## src/design/assert_macros.svh

```systemverilog
// Assertion macros shared by the RTL of this project.
// Clock clk_i and active-low reset rst_ni are taken from the using module.
`ifndef ASSERT_MACROS_SVH
`define ASSERT_MACROS_SVH

`ifndef SYNTH
// clocked property, masked while in reset
`define ASSERT_CLK(lbl, prop) \
  lbl: assert property (@(posedge clk_i) disable iff (!rst_ni) prop) \
    else $error("assertion failed");
// clocked property, checked during reset as well
`define ASSERT_RST(lbl, prop) \
  lbl: assert property (@(posedge clk_i) prop) else $error("assertion failed");
`else
`define ASSERT_CLK(lbl, prop)
`define ASSERT_RST(lbl, prop)
`endif

`endif

```

## src/design/sbiq_pkg.sv

```systemverilog
// Package for the stereo biquad filter: widths, coefficient register map,
// reset values and the delay settle function. No dependencies.
package sbiq_pkg;

  localparam int unsigned CHANNELS_DEF    = 2;
  localparam int unsigned SAMPLE_BITS_DEF = 24;

  localparam int unsigned COEF_W     = 32;
  localparam int unsigned COEF_FRAC  = 28;
  localparam int unsigned COEF_COUNT = 5;
  localparam int unsigned CFG_IDX_W  = 3;

  localparam int unsigned DELAY_W = 48;
  localparam int unsigned Y_W     = 49;
  localparam int unsigned ACC_W   = 54;
  localparam int unsigned MUL_A_W = 33;
  localparam int unsigned PROD_W  = MUL_A_W + COEF_W;
  localparam int unsigned SPLIT   = 24;
  localparam int unsigned T_W     = 34;

  localparam logic [CFG_IDX_W-1:0] REG_B0 = 3'd0;
  localparam logic [CFG_IDX_W-1:0] REG_B1 = 3'd1;
  localparam logic [CFG_IDX_W-1:0] REG_B2 = 3'd2;
  localparam logic [CFG_IDX_W-1:0] REG_A1 = 3'd3;
  localparam logic [CFG_IDX_W-1:0] REG_A2 = 3'd4;

  typedef logic signed [COEF_W-1:0]  coef_t;
  typedef logic signed [DELAY_W-1:0] delay_t;
  typedef logic signed [ACC_W-1:0]   acc_t;

  localparam coef_t COEF_RESET [COEF_COUNT] = '{32'sh1000_0000, 32'sh0, 32'sh0, 32'sh0, 32'sh0};

  localparam acc_t ACC_DMAX = {{(ACC_W-DELAY_W+1){1'b0}}, {(DELAY_W-1){1'b1}}};
  localparam acc_t ACC_DMIN = {{(ACC_W-DELAY_W+1){1'b1}}, {(DELAY_W-1){1'b0}}};

  // saturate to 48 bits, flush -1/0/+1 LSB to zero
  function automatic delay_t settle_delay(input acc_t v);
    delay_t r;
    if (v > ACC_DMAX) begin
      r = {1'b0, {(DELAY_W-1){1'b1}}};
    end else if (v < ACC_DMIN) begin
      r = {1'b1, {(DELAY_W-1){1'b0}}};
    end else begin
      r = v[DELAY_W-1:0];
    end
    if ((r == delay_t'(1)) || (r == '1)) begin
      r = '0;
    end
    return r;
  endfunction

endpackage

```

## src/design/stereo_biquad_iir_filter_unit.sv

```systemverilog
// Biquad IIR filter, transposed direct form II, one section shared by all channels.
// Depends on sbiq_pkg and assert_macros.svh.
// Each sample beat carries its channel in tuser; the filter uses that channel's two
// Q8.40 delay registers and returns one saturated sample for the same channel.
// Coefficients b0, b1, b2, a1, a2 are Q4.28 registers written through the cfg port
// (indices 0..4, others ignored), a0 is 1. All seven products go through one 33x32
// multiplier, one product per cycle; after the accept a sample steps through ST_Y, ST_N1,
// ST_N2, ST_LO1, ST_HI1, ST_LO2, ST_HI2 and ST_DONE to the result beat. The input is
// ready only when no sample is in flight; the result sits in an output register and
// the block only waits if that register is still occupied when the next result is due.
// Channels at or above CHANNELS are filtered with zero delays and leave no state.
`include "assert_macros.svh"

module stereo_biquad_iir_filter_unit #(
  parameter int unsigned CHANNELS    = sbiq_pkg::CHANNELS_DEF,
  parameter int unsigned SAMPLE_BITS = sbiq_pkg::SAMPLE_BITS_DEF
) (
  input  logic                                 clk_i,
  input  logic                                 rst_ni,
  input  logic                                 cfg_we_i,
  input  logic [sbiq_pkg::CFG_IDX_W-1:0]       cfg_idx_i,
  input  logic [sbiq_pkg::COEF_W-1:0]          cfg_data_i,
  input  logic                                 s_axis_tvalid,
  output logic                                 s_axis_tready,
  input  logic [((SAMPLE_BITS+7)/8)*8-1:0]     s_axis_tdata,  // sample_in
  input  logic                                 s_axis_tuser,  // channel
  output logic                                 m_axis_tvalid,
  input  logic                                 m_axis_tready,
  output logic [((SAMPLE_BITS+7)/8)*8-1:0]     m_axis_tdata,  // sample_out
  output logic                                 m_axis_tuser   // out_channel
);
  import sbiq_pkg::*;

  localparam int unsigned TDATA_W   = ((SAMPLE_BITS+7)/8)*8;
  localparam int unsigned IN_SHIFT  = SAMPLE_BITS - 13;
  localparam int unsigned OUT_SHIFT = 41 - SAMPLE_BITS;
  localparam int unsigned CH_IDX_W  = (CHANNELS > 1) ? $clog2(CHANNELS) : 1;
  localparam int unsigned YE_W      = Y_W + 1;
  localparam int unsigned WIDE_SH   = COEF_FRAC - SPLIT;

  localparam logic signed [PROD_W-1:0] IN_HALF =
    {{(PROD_W-1){1'b0}}, 1'b1} << (IN_SHIFT-1);
  localparam logic signed [PROD_W-1:0] WIDE_HALF =
    {{(PROD_W-1){1'b0}}, 1'b1} << (WIDE_SH-1);
  localparam logic signed [YE_W-1:0] OUT_HALF =
    {{(YE_W-1){1'b0}}, 1'b1} << (OUT_SHIFT-1);
  localparam logic signed [YE_W-1:0] SMAX =
    {{(YE_W-SAMPLE_BITS+1){1'b0}}, {(SAMPLE_BITS-1){1'b1}}};
  localparam logic signed [YE_W-1:0] SMIN =
    {{(YE_W-SAMPLE_BITS+1){1'b1}}, {(SAMPLE_BITS-1){1'b0}}};

  typedef enum logic [3:0] {
    ST_IDLE, ST_Y, ST_N1, ST_N2, ST_LO1, ST_HI1, ST_LO2, ST_HI2, ST_DONE
  } state_e;

  state_e state_q;
  logic   m_valid_q;

  coef_t  coef_q [COEF_COUNT];
  delay_t d1_q [CHANNELS];
  delay_t d2_q [CHANNELS];

  logic signed [SAMPLE_BITS-1:0] x_q;
  logic                          ch_q;
  logic                          has_q;
  logic [CH_IDX_W-1:0]           idx_q;
  delay_t                        d1_cur_q;
  delay_t                        d2_cur_q;
  logic signed [Y_W-1:0]         y_q;
  acc_t                          n1_q;
  acc_t                          n2_q;
  logic signed [T_W-1:0]         t_q;
  logic signed [PROD_W-1:0]      prod_q;
  logic [SAMPLE_BITS-1:0]        out_sample_q;
  logic                          out_ch_q;

  logic                          in_beat;
  logic                          out_free;
  logic                          finish;
  logic                          in_has;
  logic [CH_IDX_W-1:0]           in_idx;
  logic signed [SAMPLE_BITS-1:0] in_sample;
  logic signed [MUL_A_W-1:0]     mul_a;
  coef_t                         mul_b;
  logic signed [MUL_A_W-1:0]     y_lo;
  logic signed [MUL_A_W-1:0]     y_hi;
  logic signed [PROD_W-1:0]      prod_rnd;
  logic signed [PROD_W-1:0]      wide_sum;
  logic signed [PROD_W-1:0]      wide_shift;
  acc_t                          term_in;
  acc_t                          term_wide;
  logic signed [YE_W-1:0]        out_rnd;
  logic [SAMPLE_BITS-1:0]        out_sample_d;

  assign in_beat   = s_axis_tvalid && s_axis_tready;
  assign out_free  = !m_valid_q || m_axis_tready;
  assign finish    = (state_q == ST_DONE) && out_free;
  assign in_has    = (int'(s_axis_tuser) < CHANNELS);
  assign in_idx    = CH_IDX_W'(s_axis_tuser);
  assign in_sample = $signed(s_axis_tdata[SAMPLE_BITS-1:0]);

  assign s_axis_tready = (state_q == ST_IDLE);
  assign m_axis_tvalid = m_valid_q;
  assign m_axis_tdata  = TDATA_W'(out_sample_q);
  assign m_axis_tuser  = out_ch_q;

  // multiplier operand select
  assign y_lo = MUL_A_W'({1'b0, y_q[SPLIT-1:0]});
  assign y_hi = MUL_A_W'($signed(y_q[Y_W-1:SPLIT]));

  always_comb begin
    case (state_q)
      ST_IDLE: begin
        mul_a = MUL_A_W'(in_sample);
        mul_b = coef_q[REG_B0];
      end
      ST_Y: begin
        mul_a = MUL_A_W'(x_q);
        mul_b = coef_q[REG_B1];
      end
      ST_N1: begin
        mul_a = MUL_A_W'(x_q);
        mul_b = coef_q[REG_B2];
      end
      ST_N2: begin
        mul_a = y_lo;
        mul_b = coef_q[REG_A1];
      end
      ST_LO1: begin
        mul_a = y_hi;
        mul_b = coef_q[REG_A1];
      end
      ST_HI1: begin
        mul_a = y_lo;
        mul_b = coef_q[REG_A2];
      end
      ST_LO2: begin
        mul_a = y_hi;
        mul_b = coef_q[REG_A2];
      end
      default: begin
        mul_a = y_hi;
        mul_b = coef_q[REG_A2];
      end
    endcase
  end

  // product scaling
  assign prod_rnd   = (prod_q + IN_HALF) >>> IN_SHIFT;
  assign term_in    = prod_rnd[ACC_W-1:0];
  assign wide_sum   = prod_q + PROD_W'(t_q) + WIDE_HALF;
  assign wide_shift = wide_sum >>> WIDE_SH;
  assign term_wide  = wide_shift[ACC_W-1:0];

  // output rounding and saturation
  assign out_rnd = (YE_W'(y_q) + OUT_HALF) >>> OUT_SHIFT;
  always_comb begin
    if (out_rnd > SMAX) begin
      out_sample_d = SMAX[SAMPLE_BITS-1:0];
    end else if (out_rnd < SMIN) begin
      out_sample_d = SMIN[SAMPLE_BITS-1:0];
    end else begin
      out_sample_d = out_rnd[SAMPLE_BITS-1:0];
    end
  end

  // sequencer and output beat
  always_ff @(posedge clk_i or negedge rst_ni) begin
    if (!rst_ni) begin
      state_q      <= ST_IDLE;
      m_valid_q    <= 1'b0;
      out_sample_q <= '0;
      out_ch_q     <= 1'b0;
    end else begin
      if (finish) begin
        m_valid_q <= 1'b1;
      end else if (m_axis_tready) begin
        m_valid_q <= 1'b0;
      end
      case (state_q)
        ST_IDLE: begin
          if (in_beat) begin
            state_q <= ST_Y;
          end
        end
        ST_Y:    state_q <= ST_N1;
        ST_N1:   state_q <= ST_N2;
        ST_N2:   state_q <= ST_LO1;
        ST_LO1:  state_q <= ST_HI1;
        ST_HI1:  state_q <= ST_LO2;
        ST_LO2:  state_q <= ST_HI2;
        ST_HI2:  state_q <= ST_DONE;
        ST_DONE: begin
          if (out_free) begin
            state_q      <= ST_IDLE;
            out_sample_q <= out_sample_d;
            out_ch_q     <= ch_q;
          end
        end
        default: state_q <= ST_IDLE;
      endcase
    end
  end

  // coefficient registers
  always_ff @(posedge clk_i or negedge rst_ni) begin
    if (!rst_ni) begin
      for (int i = 0; i < COEF_COUNT; i++) begin
        coef_q[i] <= COEF_RESET[i];
      end
    end else if (cfg_we_i && (int'(cfg_idx_i) < COEF_COUNT)) begin
      coef_q[cfg_idx_i] <= cfg_data_i;
    end
  end

  // per-channel delay state
  always_ff @(posedge clk_i or negedge rst_ni) begin
    if (!rst_ni) begin
      for (int i = 0; i < CHANNELS; i++) begin
        d1_q[i] <= '0;
        d2_q[i] <= '0;
      end
    end else if (finish && has_q) begin
      d1_q[idx_q] <= settle_delay(n1_q);
      d2_q[idx_q] <= settle_delay(n2_q);
    end
  end

  // datapath
  always_ff @(posedge clk_i) begin
    prod_q <= mul_a * mul_b;
    case (state_q)
      ST_IDLE: begin
        if (in_beat) begin
          x_q      <= in_sample;
          ch_q     <= s_axis_tuser;
          has_q    <= in_has;
          idx_q    <= in_idx;
          d1_cur_q <= in_has ? d1_q[in_idx] : '0;
          d2_cur_q <= in_has ? d2_q[in_idx] : '0;
        end
      end
      ST_Y:   y_q  <= Y_W'(term_in + ACC_W'(d1_cur_q));
      ST_N1:  n1_q <= term_in + ACC_W'(d2_cur_q);
      ST_N2:  n2_q <= term_in;
      ST_LO1: t_q  <= prod_q[SPLIT+T_W-1:SPLIT];
      ST_HI1: n1_q <= n1_q - term_wide;
      ST_LO2: t_q  <= prod_q[SPLIT+T_W-1:SPLIT];
      ST_HI2: n2_q <= n2_q - term_wide;
      default: ;
    endcase
  end

  `ASSERT_CLK(a_accept_starts, in_beat |=> (state_q == ST_Y))
  `ASSERT_CLK(a_out_from_done, $rose(m_axis_tvalid) |-> $past(state_q == ST_DONE))
  `ASSERT_CLK(a_done_holds, (state_q == ST_DONE && m_valid_q && !m_axis_tready) |=> (state_q == ST_DONE))
  `ASSERT_RST(a_reset_idle, !rst_ni |=> (state_q == ST_IDLE && !m_valid_q))

endmodule

```

## config.mk

```make
export PLATFORM = sky130hd
export DESIGN_NAME = stereo_biquad_iir_filter_unit
export DESIGN_NICKNAME = d
export VERILOG_FILES = /design/src/design/sbiq_pkg.sv /design/src/design/stereo_biquad_iir_filter_unit.sv
export VERILOG_INCLUDE_DIRS = /design/src /design/src/design
export SDC_FILE = /design/constraint.sdc
export NUM_CORES = 2
export LEC_CHECK = 0
export BUFFER_PORTS_ARGS = -buffer_cell sky130_fd_sc_hd__clkbuf_2
export CAP_MARGIN = 20
export CORE_UTILIZATION = 62
export CTS_CLUSTER_SIZE = 20
export DETAILED_ROUTE_END_ITERATION = 10
export PLACE_DENSITY = 0.85
export SKIP_CTS_REPAIR_TIMING = 1
export SYNTH_ARGS = -nofsm -noshare
export SYNTH_HDL_FRONTEND = slang
export SYNTH_SLANG_ARGS = --single-unit
```

## constraint.sdc

```tcl
create_clock -name clk_i -period 19.7 [get_ports clk_i]
set_clock_uncertainty 0.2 [all_clocks]
set_input_delay 1.97 -clock clk_i [delete_from_list [all_inputs] [get_ports clk_i]]
set_output_delay 1.97 -clock clk_i [all_outputs]
set_load 0.01 [all_outputs]
```

==> impl_results.md <==
- CTS max path bufs: 3
- Setup crit start kind: flop
- Synth unique cells: 87
- Post-synth top area cell: fa_1
- Fmax: 0.08616 GHz
- Setup TNS: 0 ps
- TritonCTS clock tree: done
- Top-count cell post-synth: inv_1
- Critical Path Sink Type: flop
- Type of the worst min-delay path: flop to flop
- Sink Count: around 760
- Tcrit/Tclk final: 58.91%
- Cell Area, Synth: 75520 sq um
- Die span in y: 351.0 microns
- First-pass GRT wire length: about 360 mm
- Area occupied by multi-input gates: 50560 sq um
- Final net count: 9284
- I/O Pins: a little over 90
- CP dominant cell by count: fa_1
- HPWL Detailed: about 180 mm
- Avg Inst Size Synth: around 9.6 sq um
- Layout area overhead: 7.119%
- Largest net degree at the start of global routing: approximately 120
- Flops & latches, synth: 759
- Worst Path Arrival: 11990 ps
- Required @ worst endpoint: between 20000 and 25000 ps
- CP peak stage delay: 1060 ps
- TritonCTS Buffers: 82
- Synth top area share: 24.07%
- Row count: 127
- Vias in the first global route: 62590
- Ys async rst share: 50.33%
- Levels on crit path: 28
- Dominant synthesized flop cell: dfrtp_1
- Synth top cells by count: inv_1, fa_1, nand2_1
- Final wirelength: 230.6 mm
- Share of the yosys chip area belonging to registers: 26.79%
- Met3 Resource Use GR: 9.661%
- Root Driver: clkbuf_16
- Fill count: 9003
- Non-Filler Instances: 9499
- Most area-consuming cells after synthesis: fa_1, dfrtp_1, edfxtp_1
- Syn nets: 9347
- Unrepaired setup endpoints after global routing: no
- Synth Warn #: 0
- Max_slew headroom: 22.35%
- Placer Congestion: 1.027
- Layer carrying the most global-route usage: met2
- Initial core utilization: 62.78%
- Status: finished, final reports clean
- CP max stage cell: fa_1
- Crit Path Category: flop to flop
- Finished Cell Area: 80900 sq um
- Worst skew pair latency: 700 ps
- DRC: 0
- DIE AREA: 123200 sq um
- Gate Count Post-Synth: 7875
- Routed Antenna Nets: 0
- Post-layout min period: 11610 ps
- Post-synth EDFFs: around 310
- Worst-Margin Slew: around 1200 ps
- Placed inst area: around 78000 sq um
- Register area: 20230 sq um
- Share of layout cells above drive strength 1: 8.845%
- Met1 Use GR: roughly half
- DRT iter0 DRCs: about 6900
- WHS Path Cells: 2
- Post-layout util: between 60% and 70%
- # setup viols final: 0
- Maximum capacitance violations: 0
- Vias/cell: 6.392
- GRT Residual Overflow: 0
- Core area: 120300 sq um
- Worst path top cell family by delay: adder cells
- Gr usage total: 38.33%
- Initial antenna violation count: 8
- Dpl cells: 9337
- Clk pin slew, worst setup/hold paths: 60 ps
- Final Hold Viols: 0
- Drt wl/cell: roughly 24 microns
- FF-to-FF path depth: 28
- First-pass DRT Iterations: 7
- Die width: approximately 350 microns
- Via Count: 60720
- Max Fanout on Critical Path: between 70 and 80
- Met2 Use GR: between 50% and 60%
- CTS H-tree depth: 3
- Port bufs: 91
- Buf/Inv on CP: 4
- Pins Over Slew Limit: 0
[placed cells by master (no fill, tap or decap), types with 14 or more instances in the layout]
cell | netlist | layout
dfrtp_1 | 381 | 381
nor2_1 | 668 | 663
nor2b_1 | 54 | 53
buf_4 | 0 | 119
edfxtp_1 | 312 | 312
a211oi_1 | 26 | 26
o21ai_1 | 35 | 37
clkinv_2 | 0 | 14
clkbuf_16 | 0 | 88
a221oi_1 | 32 | 15
nand4_1 | 123 | 123
a31oi_1 | 43 | 43
or3_1 | 18 | 18
and2_1 | 34 | 33
dfxtp_1 | 65 | 65
o211ai_1 | 16 | 16
nor4_1 | 46 | 45
inv_1 | 981 | 981
ha_1 | 499 | 499
xor2_1 | 164 | 164
clkbuf_2 | 0 | 89
nand2b_1 | 68 | 65
a21oi_1 | 465 | 462
nand3_1 | 102 | 102
o31ai_1 | 159 | 159
a221o_1 | 26 | 26
mux2_2 | 258 | 258
a21o_1 | 202 | 202
a22oi_1 | 32 | 32
xnor2_1 | 216 | 216
nand2_1 | 901 | 899
o21a_1 | 72 | 72
o21bai_1 | 50 | 50
nor3_1 | 42 | 38
a221oi_2 | 1 | 14
and4_1 | 18 | 18
fa_1 | 908 | 908
and3_1 | 60 | 60
o21ai_0 | 279 | 274
[cell families (layout without fill, tap and decap cells)]
group | after synthesis | count (layout) | share of synthesized area, %
buffers and inverters | 1341 | 1346 | 6.687
and+or+nand+nor | 2178 | 2178 | 12.75
adders and majority gates | 1407 | 1407 | 32.34
AOI/OAI and AO/OA | 1546 | 1546 | 13.11
other | 0 | 7 | 0
muxes | 264 | 264 | 3.927
xor gates and xnor gates | 380 | 380 | 4.407
DFF | 759 | 759 | 26.79
[flip-flops by register name (all words and copies together) (netlist names)]
register / flops
d2_cur_q: 48
d1_q: 96
coef_q: 160
y_q: 49
d2_q: 96
state_q: 4
d1_cur_q: 48
prod_q: 65
t_q: 34
m_axis_tvalid: 1
n2_q: 54
m_axis_tdata: 24
n1_q: 54
x_q: 24
idx_q: 1
m_axis_tuser: 1
[worst min-delay path: cells and delay by family (launching register included)]
kind | cells | cell delay (ps)
AO/OA/AOI/OAI | 1 | 50
AND/OR/NAND/NOR | 1 | 50
flip-flops | 1 | 340
[stage by stage]
| stage | setup slack, ps | hold slack, ps |
|---|---|---|
| 2_1_floorplan | 8665 | 242.9 |
| 3_5_place_dp | 7571 | 260.1 |
| 6_report | 8094 | 271.4 |
| 3_3_place_gp | 7830 | 252.9 |
| 5_1_grt | 7547 | 288.4 |
| 4_1_cts | 8197 | 274.5 |
[path summary, 6_finish.rpt]
kind,start,end,slack [ps]
max in group asynchronous,rst_ni,d2_q[33],15390
hold / removal,d2_q[87],d2_q[87],270
hold reg to reg,d2_q[87],d2_q[87],270
setup reg to reg,state_q[0],prod_q[60],8090
setup / recovery,state_q[0],prod_q[60],8090
min in group asynchronous,rst_ni,coef_q[118],1120
[final cells by class]
class | instances | area share, %
Antenna cell | 7 | 0.02165
Clock buffer | 103 | 2.891
Clock inverter | 49 | 0.8151
Inverter | 981 | 4.552
Multi-Input combinational cell | 5775 | 62.50
Sequential cell | 759 | 25.01
Tap cell | 1612 | 2.493
Timing Repair Buffer | 213 | 1.725
[metal layers]
layer | up-vias | share of wire, %
li1 | 26290 | -
met1 | 29860 | 37
met2 | 3670 | 45
met3 | 900 | 11
met4 | 2 | 7.4
met5 | - | 0.0056
Power is not shown: default switching activity piles up to over one toggle a cycle in this logic, so the estimate is an artifact.
